==> src/rtl/core/nfba_pkg.sv <==
// ----------------------------------------------------------------------------
// nfba_pkg
// Types and constants of the next-fit block allocator.
// ----------------------------------------------------------------------------
`default_nettype none

package nfba_pkg;

    localparam int MAP_W  = 11;
    localparam int ADDR_W = 10;
    localparam int SIZE_W = 10;
    localparam int STAT_W = 2;

    localparam logic [STAT_W-1:0] STATUS_OK       = 2'd0;
    localparam logic [STAT_W-1:0] STATUS_NO_SPACE = 2'd1;
    localparam logic [STAT_W-1:0] STATUS_BOUNDS   = 2'd2;

    localparam logic KIND_ALLOC = 1'b0;
    localparam logic KIND_FREE  = 1'b1;

    typedef enum logic [3:0] {
        S_CLEAR,
        S_IDLE,
        S_CHECK,
        S_HEAD,
        S_RUN,
        S_RUN_CHK,
        S_FREE_RD,
        S_FREE_CHK,
        S_DONE
    } nfba_state_t;

    typedef struct packed {
        logic rd_en;
        logic wr_en;
    } nfba_mem_ctrl_t;

    typedef struct packed {
        logic              valid;
        logic [STAT_W-1:0] status;
        logic [ADDR_W-1:0] granted;
    } nfba_result_t;

endpackage

`default_nettype wire

==> src/rtl/core/nfba_engine.sv <==
// ----------------------------------------------------------------------------
// nfba_engine
// Sequencer and shared adder that walk the block map for alloc and free.
// ----------------------------------------------------------------------------
`default_nettype none

module nfba_engine #(
    parameter int ARENA_UNITS = 1024,
    parameter int AW          = 10,
    parameter int PW          = 13
) (
    input  wire logic                        aclk,
    input  wire logic                        aresetn,
    input  wire logic                        in_valid,
    output logic                             in_ready,
    input  wire logic                        in_kind,
    input  wire logic [nfba_pkg::SIZE_W-1:0] in_size,
    input  wire logic [nfba_pkg::ADDR_W-1:0] in_addr,
    output nfba_pkg::nfba_result_t           res,
    input  wire logic                        res_ready,
    output nfba_pkg::nfba_mem_ctrl_t         mem_ctrl,
    output logic      [AW-1:0]               mem_addr,
    output logic      [nfba_pkg::MAP_W-1:0]  mem_wdata,
    input  wire logic [nfba_pkg::MAP_W-1:0]  mem_rdata
);

    localparam logic [PW-1:0] ARENA_P  = PW'(ARENA_UNITS);
    localparam logic [PW-1:0] LAST_P   = PW'(ARENA_UNITS - 1);
    localparam logic [AW-1:0] LAST_IDX = AW'(ARENA_UNITS - 1);

    nfba_pkg::nfba_state_t state_reg, state_next;

    logic [PW-1:0]                    pos_reg, pos_next;
    logic [PW-1:0]                    run_reg, run_next;
    logic [PW-1:0]                    end_reg, end_next;
    logic [PW-1:0]                    limit_reg, limit_next;
    logic [nfba_pkg::MAP_W-1:0]       total_reg, total_next;
    logic [nfba_pkg::MAP_W-1:0]       ptr_reg, ptr_next;
    logic                             pass_reg, pass_next;
    logic [AW-1:0]                    clr_reg, clr_next;
    logic [nfba_pkg::ADDR_W-1:0]      addr_reg, addr_next;
    logic [nfba_pkg::STAT_W-1:0]      status_reg, status_next;
    logic [nfba_pkg::ADDR_W-1:0]      granted_reg, granted_next;

    logic [PW-1:0] alu_a, alu_b, alu_sum;
    logic [PW-1:0] ptr_ext, limit_wrap;
    logic          pass_fail;

    // bound of the wrap-around pass: up to the pointer, at most the last unit
    assign ptr_ext    = PW'(ptr_reg);
    assign limit_wrap = (ptr_ext < LAST_P) ? ptr_ext + PW'(1) : ARENA_P;

    // shared adder, operands picked by the sequencer
    always_comb begin
        alu_a = pos_reg;
        alu_b = PW'(total_reg);
        unique case (state_reg)
            nfba_pkg::S_HEAD:     alu_b = PW'(mem_rdata);
            nfba_pkg::S_RUN:      alu_b = PW'(1);
            nfba_pkg::S_RUN_CHK: begin
                alu_a = run_reg;
                alu_b = PW'(1);
            end
            nfba_pkg::S_FREE_RD: begin
                alu_a = PW'(addr_reg);
                alu_b = '1;
            end
            nfba_pkg::S_FREE_CHK: alu_b = PW'(mem_rdata);
            default: begin
                alu_a = pos_reg;
                alu_b = PW'(total_reg);
            end
        endcase
    end
    assign alu_sum = alu_a + alu_b;

    // state and datapath registers
    always_ff @(posedge aclk) begin
        if (!aresetn) begin
            state_reg <= nfba_pkg::S_CLEAR;
            clr_reg   <= '0;
            ptr_reg   <= '0;
            pass_reg  <= 1'b0;
        end else begin
            state_reg <= state_next;
            clr_reg   <= clr_next;
            ptr_reg   <= ptr_next;
            pass_reg  <= pass_next;
        end
    end

    always_ff @(posedge aclk) begin
        pos_reg     <= pos_next;
        run_reg     <= run_next;
        end_reg     <= end_next;
        limit_reg   <= limit_next;
        total_reg   <= total_next;
        addr_reg    <= addr_next;
        status_reg  <= status_next;
        granted_reg <= granted_next;
    end

    // next state, memory requests and result
    always_comb begin
        state_next   = state_reg;
        pos_next     = pos_reg;
        run_next     = run_reg;
        end_next     = end_reg;
        limit_next   = limit_reg;
        total_next   = total_reg;
        ptr_next     = ptr_reg;
        pass_next    = pass_reg;
        clr_next     = clr_reg;
        addr_next    = addr_reg;
        status_next  = status_reg;
        granted_next = granted_reg;
        pass_fail    = 1'b0;
        in_ready     = 1'b0;
        mem_ctrl     = '0;
        mem_addr     = '0;
        mem_wdata    = '0;
        res.valid    = 1'b0;
        res.status   = status_reg;
        res.granted  = granted_reg;

        unique case (state_reg)
            // sweep zeros through the map after reset
            nfba_pkg::S_CLEAR: begin
                mem_ctrl.wr_en = 1'b1;
                mem_addr       = clr_reg;
                if (clr_reg == LAST_IDX) begin
                    state_next = nfba_pkg::S_IDLE;
                end else begin
                    clr_next = clr_reg + AW'(1);
                end
            end
            nfba_pkg::S_IDLE: begin
                in_ready = 1'b1;
                if (in_valid) begin
                    if (in_kind == nfba_pkg::KIND_ALLOC) begin
                        total_next = nfba_pkg::MAP_W'(in_size) + nfba_pkg::MAP_W'(1);
                        pos_next   = ptr_ext;
                        limit_next = ARENA_P;
                        pass_next  = 1'b0;
                        state_next = nfba_pkg::S_CHECK;
                    end else begin
                        addr_next  = in_addr;
                        state_next = nfba_pkg::S_FREE_RD;
                    end
                end
            end
            // block must end inside the pass bound, then fetch the header
            nfba_pkg::S_CHECK: begin
                if (alu_sum > limit_reg) begin
                    pass_fail = 1'b1;
                end else begin
                    end_next       = alu_sum;
                    mem_ctrl.rd_en = 1'b1;
                    mem_addr       = pos_reg[AW-1:0];
                    state_next     = nfba_pkg::S_HEAD;
                end
            end
            // skip a whole block or start scanning a zero run
            nfba_pkg::S_HEAD: begin
                if (mem_rdata != '0) begin
                    pos_next   = alu_sum;
                    state_next = nfba_pkg::S_CHECK;
                end else begin
                    run_next   = pos_reg;
                    state_next = nfba_pkg::S_RUN;
                end
            end
            // run long enough: grant, unless the header sits on the last unit
            nfba_pkg::S_RUN: begin
                if (run_reg == end_reg) begin
                    if (pos_reg >= LAST_P) begin
                        pass_fail = 1'b1;
                    end else begin
                        mem_ctrl.wr_en = 1'b1;
                        mem_addr       = pos_reg[AW-1:0];
                        mem_wdata      = total_reg;
                        ptr_next       = end_reg[nfba_pkg::MAP_W-1:0];
                        granted_next   = alu_sum[nfba_pkg::ADDR_W-1:0];
                        status_next    = nfba_pkg::STATUS_OK;
                        state_next     = nfba_pkg::S_DONE;
                    end
                end else begin
                    mem_ctrl.rd_en = 1'b1;
                    mem_addr       = run_reg[AW-1:0];
                    state_next     = nfba_pkg::S_RUN_CHK;
                end
            end
            nfba_pkg::S_RUN_CHK: begin
                if (mem_rdata == '0) begin
                    run_next   = alu_sum;
                    state_next = nfba_pkg::S_RUN;
                end else begin
                    pos_next   = run_reg;
                    state_next = nfba_pkg::S_CHECK;
                end
            end
            // bounds check on the address, then fetch the header below it
            nfba_pkg::S_FREE_RD: begin
                granted_next = '0;
                if (addr_reg == '0 || PW'(addr_reg) > ARENA_P) begin
                    status_next = nfba_pkg::STATUS_BOUNDS;
                    state_next  = nfba_pkg::S_DONE;
                end else begin
                    pos_next       = alu_sum;
                    mem_ctrl.rd_en = 1'b1;
                    mem_addr       = alu_sum[AW-1:0];
                    state_next     = nfba_pkg::S_FREE_CHK;
                end
            end
            // drop the header if the block stays inside the arena
            nfba_pkg::S_FREE_CHK: begin
                if (alu_sum > ARENA_P) begin
                    status_next = nfba_pkg::STATUS_BOUNDS;
                end else begin
                    mem_ctrl.wr_en = 1'b1;
                    mem_addr       = pos_reg[AW-1:0];
                    status_next    = nfba_pkg::STATUS_OK;
                end
                state_next = nfba_pkg::S_DONE;
            end
            nfba_pkg::S_DONE: begin
                res.valid = 1'b1;
                if (res_ready) begin
                    state_next = nfba_pkg::S_IDLE;
                end
            end
            default: state_next = nfba_pkg::S_IDLE;
        endcase

        // pass exhausted: wrap to the arena start once, then report no space
        if (pass_fail) begin
            if (!pass_reg) begin
                pass_next  = 1'b1;
                pos_next   = '0;
                limit_next = limit_wrap;
                state_next = nfba_pkg::S_CHECK;
            end else begin
                status_next  = nfba_pkg::STATUS_NO_SPACE;
                granted_next = '0;
                state_next   = nfba_pkg::S_DONE;
            end
        end
    end

endmodule

`default_nettype wire

==> config.mk <==
export PLATFORM = sky130hd
export DESIGN_NAME = nfba_engine
export DESIGN_NICKNAME = d
export VERILOG_FILES = /design/src/rtl/core/nfba_pkg.sv /design/src/rtl/core/nfba_engine.sv
export SDC_FILE = /design/constraint.sdc
export NUM_CORES = 1
export LEC_CHECK = 0
export BUFFER_PORTS_ARGS = -buffer_cell sky130_fd_sc_hd__buf_2
export CORE_ASPECT_RATIO = 0.8
export CORE_UTILIZATION = 55
export CTS_CLUSTER_DIAMETER = 30
export DETAILED_ROUTE_END_ITERATION = 10
export MAX_ROUTING_LAYER = met4
export PLACE_DENSITY = 0.78
export SETUP_SLACK_MARGIN = 0.4
export SLEW_MARGIN = 5
export SYNTH_ARGS = -nofsm -noshare
export SYNTH_HDL_FRONTEND = slang
export SYNTH_SLANG_ARGS = --single-unit
==> constraint.sdc <==
create_clock -name aclk -period 17.2 [get_ports aclk]
set_input_delay 1.72 -clock aclk [delete_from_list [all_inputs] [get_ports aclk]]
set_output_delay 1.72 -clock aclk [all_outputs]
set_load 0.03 [all_outputs]
==> metrics.md <==
| Metric | Value |
|---|---|
| First-pass GRT wire length | `31800 um` |
| FF+latch count, synth | `111` |
| Initial core utilization | `0.573` |
| TritonCTS Buffers | `9` |
| Vias post-DR | `6252` |
| Area Overhead vs Synth | `12.2%` |
| Routed WL | `20600 um` |
| H-tree levels | `3` |
| YS warnings | `0` |
| Worst slack at placement | `9.34 ns` |
| Final hold violations | `0` |
| All-Layer GR Usage | `0.342` |
| HPWL after DPL | `15200 um` |
| Crit. Startpoint | `state_reg[2]` |
| Worst clock skew | `0.0155 ns` |
| XOR/XNOR Fraction of Synth Area | `0.0576` |
| Max-Cap Viols | `0` |
| Root Driver | `clkbuf_16` |
| Outcome | `finished clean` |
| Max-slew violations | `0` |
| Initial antenna violation count | `2` |
| Routed Antenna Nets | `0` |
| Port bufs | `72` |
| Clk_lat worst skew | `0.36 ns` |
| Ys async rst share | `0` |
| Site row count | `35` |
| Ys flop type | `dfxtp_1` |
| Avg Synthesized Cell Area | `9.36 um2` |
| EDFF count, synth | `47` |
| # IOs | `73` |
| Top cell type's share of synthesized area | `0.212` |
| Crit-path slowest cell | `dfxtp_1` |
| Post-synthesis mux area share | `0.0248` |
| Clk buf depth | `2` |
| Final worst-path cycle share | `0.486` |
| Placed instance area | `7170 um2` |
| FF-to-FF End | `limit_reg[7]` |
| Most numerous cell in the Yosys netlist | `dfxtp_1` |
| Buf/Inv on CP | `2` |
| Final layout net count | `836` |
| Placed insts | `908` |
| RSZ-0062 raised after global routing | `false` |
| Slowest stage delay, CP | `0.72 ns` |
| Reg clk slew, reported paths | `0.08 ns` |
| Reg-to-reg startpoint | `state_reg[2]` |
| Main combinational cell family by area after synthesis | `compound AO/OA/AOI/OAI gates` |
| Total Power | `658 uW` |
| Via density | `6.76` |
| Crit path DAT | `6.64 ns` |
| Die Footprint | `12600 um2` |
| CP endpoint kind | `output pin` |
| Crit path required time | `15.48 ns` |
| Ratio of cells with drive above 1 in the final layout | `0.151` |
| Placer Congestion | `1.04` |
| DIE HEIGHT | `101 um` |
| Final cell count without fillers | `925` |
| Post-route cell area | `7490 um2` |
| Synth Area in Compound Gates | `0.236` |
| Min-delay worst type | `register to register` |
| Synth Area in Adders | `0.0555` |
| Core area | `11600 um2` |
| Fillers | `962` |
| Most used cell, CP | `a21o_1` |
| Largest delay contributor family on the critical path | `compound AO/OA/AOI/OAI gates` |
| Worst-Margin Slew | `1.24 ns` |
| Grt total ovfl | `0` |
| Worst-path fanout max | `40` |
| Post-synth net total | `778` |
| Wire length per cell | `22.2 um` |
| Commonest cells in the netlist | `dfxtp_1 (64), nand2_1 (51), edfxtp_1 (47), nor2_1 (46), a21oi_1 (36)` |
| CP Depth | `21` |
| Rel. slew slack | `0.173` |
| Simple-gate share of the synthesized area | `0.184` |
| Synth Instances | `713` |
| First-pass iteration count of the detailed router | `10` |
| Residual DRC | `0` |
| Clock sink count | `111` |
| DRT iter0 DRCs | `977` |
| Crit path cell chain | `nand2b_1, nor2_2, buf_4, or2_1, o21ai_1, ha_1, fa_1, a21o_1, a221oi_1, o31ai_1, nor2_1, xnor2_1, ha_1, a21o_1, a21o_1, a21oi_1, o211a_2, o21ba_2, a2111oi_0, a21oi_1, buf_2` |
| Final Setup Violations | `0` |
| Netlist Area Pre-Place | `6670 um2` |
| Post-synthesis sequential area ratio | `0.404` |
| R2R depth | `18` |
| Worst Setup Slack, final | `8.84 ns` |
| Cell Pwr Density | `87.9 nW/um2` |
| R2R setup slack | `10.28 ns` |
| Fin crit period | `8.36 ns` |
| Yosys top cell by area | `edfxtp_1` |
| Max rail drop VDD | `0.0622 mV` |
| CTS Hold Bufs | `0` |
| TritonCTS clock tree | `yes` |
| WHS Path Cells | `2` |
| Fmax | `0.120 GHz` |
| Vias in the first global route | `5663` |
| Postcts setup bufs | `0` |
| Resized Gates After CTS | `0` |
| Synth cell types | `71` |
| Largest net degree at the start of global routing | `44` |
| Leakage power | `0.00281 uW` |
| Synth top area cells | `edfxtp_1 (21%), dfxtp_1 (19%), ha_1 (5.3%), xnor2_1 (3.2%), nand2_1 (2.9%)` |
| CP Launch Type | `register` |
| Total negative slack | `0 ns` |
| Worst Setup EP | `mem_addr[0]` |
| Worst setup path class | `register to output pin` |
| Die Span X | `125 um` |
## metal layers
layer | vias up | track usage | share of wire
li1 | 2797 | - | -
met1 | 2962 | 0.462 | 0.42
met2 | 430 | 0.508 | 0.44
met3 | 63 | 0.0775 | 0.11
met4 | 0 | 0.118 | 0.029
met5 | - | - | 0
## stage by stage
stage                     hold WS [ns]  utilization
after floorplan                  0.430            -
after global placement           0.446        0.615
after detailed placement         0.448        0.615
after CTS                        0.467        0.643
after global routing             0.491        0.643
final                            0.460        0.643
## worst min-delay path by stage
stage | start | end | slack (ns)
after floorplan | limit_reg[11] | limit_reg[11] | 0.43
after global placement | status_reg[0] | status_reg[0] | 0.45
after detailed placement | limit_reg[5] | limit_reg[5] | 0.45
after CTS | status_reg[0] | status_reg[0] | 0.47
after global routing | limit_reg[5] | limit_reg[5] | 0.49
final | status_reg[0] | status_reg[0] | 0.46
## cell families (layout without fill, tap and decap cells)
kind of cell	after synthesis	after routing
adder cells (fa/ha/maj)	29	29
AO/OA/AOI/OAI	211	211
AND/OR/NAND/NOR	238	238
XOR/XNOR	43	43
buffers and inverters	65	128
multiplexers	16	16
other	0	1
flip-flops	111	111
## final cells by class
| cell class | instances | area, um2 | share of cell area |
|---|---|---|---|
| clock inverter | 7 | 92.6 | 0.0124 |
| timing repair buffer | 81 | 428 | 0.0571 |
| clock buffer | 9 | 225 | 0.0301 |
| multi-input combinational | 537 | 3750 | 0.500 |
| sequential | 111 | 2690 | 0.360 |
| inverter | 31 | 116 | 0.0155 |
| antenna | 1 | 2.50 | 0.000334 |
| tap | 148 | 185 | 0.0247 |
## power by group
| group | leakage, uW | switching (uW) | internal [uW] |
|---|---|---|---|
| Combinational | 0.00172 | 86.1 | 53.5 |
| Sequential | 0.000942 | 9.51 | 285 |
| Clock | 0.000154 | 107 | 117 |
| Total | 0.00281 | 203 | 455 |
## worst min-delay path: cells and delay by family, from the launching register on
kind / cells / cell delay, ns
AO/OA/AOI/OAI: 1 / 0.06
AND/OR/NAND/NOR: 1 / 0.05
flip-flops: 1 / 0.33
## layout by cell type, fill, tap and decap left out, types with 9 or more instances in the layout
master,netlist,layout
o21ai_1,15,15
and3_1,11,11
nor3_1,20,20
o21a_1,15,15
nor2_1,46,45
nand4_1,13,13
o21ai_0,20,20
xor2_1,18,18
clkbuf_16,0,9
dfxtp_1,64,64
o22a_1,10,10
nand2_1,51,51
inv_1,30,30
buf_2,3,72
nand3_1,16,16
ha_1,28,28
xnor2_1,24,24
a21o_1,11,11
a211oi_1,9,9
buf_4,0,9
nand2b_1,9,9
mux2i_1,12,12
edfxtp_1,47,47
a222oi_1,11,11
and2_1,23,23
nor2b_1,17,17
a21oi_1,36,36
a22oi_1,22,22
Note: power is estimated with default switching activity, not from simulation.
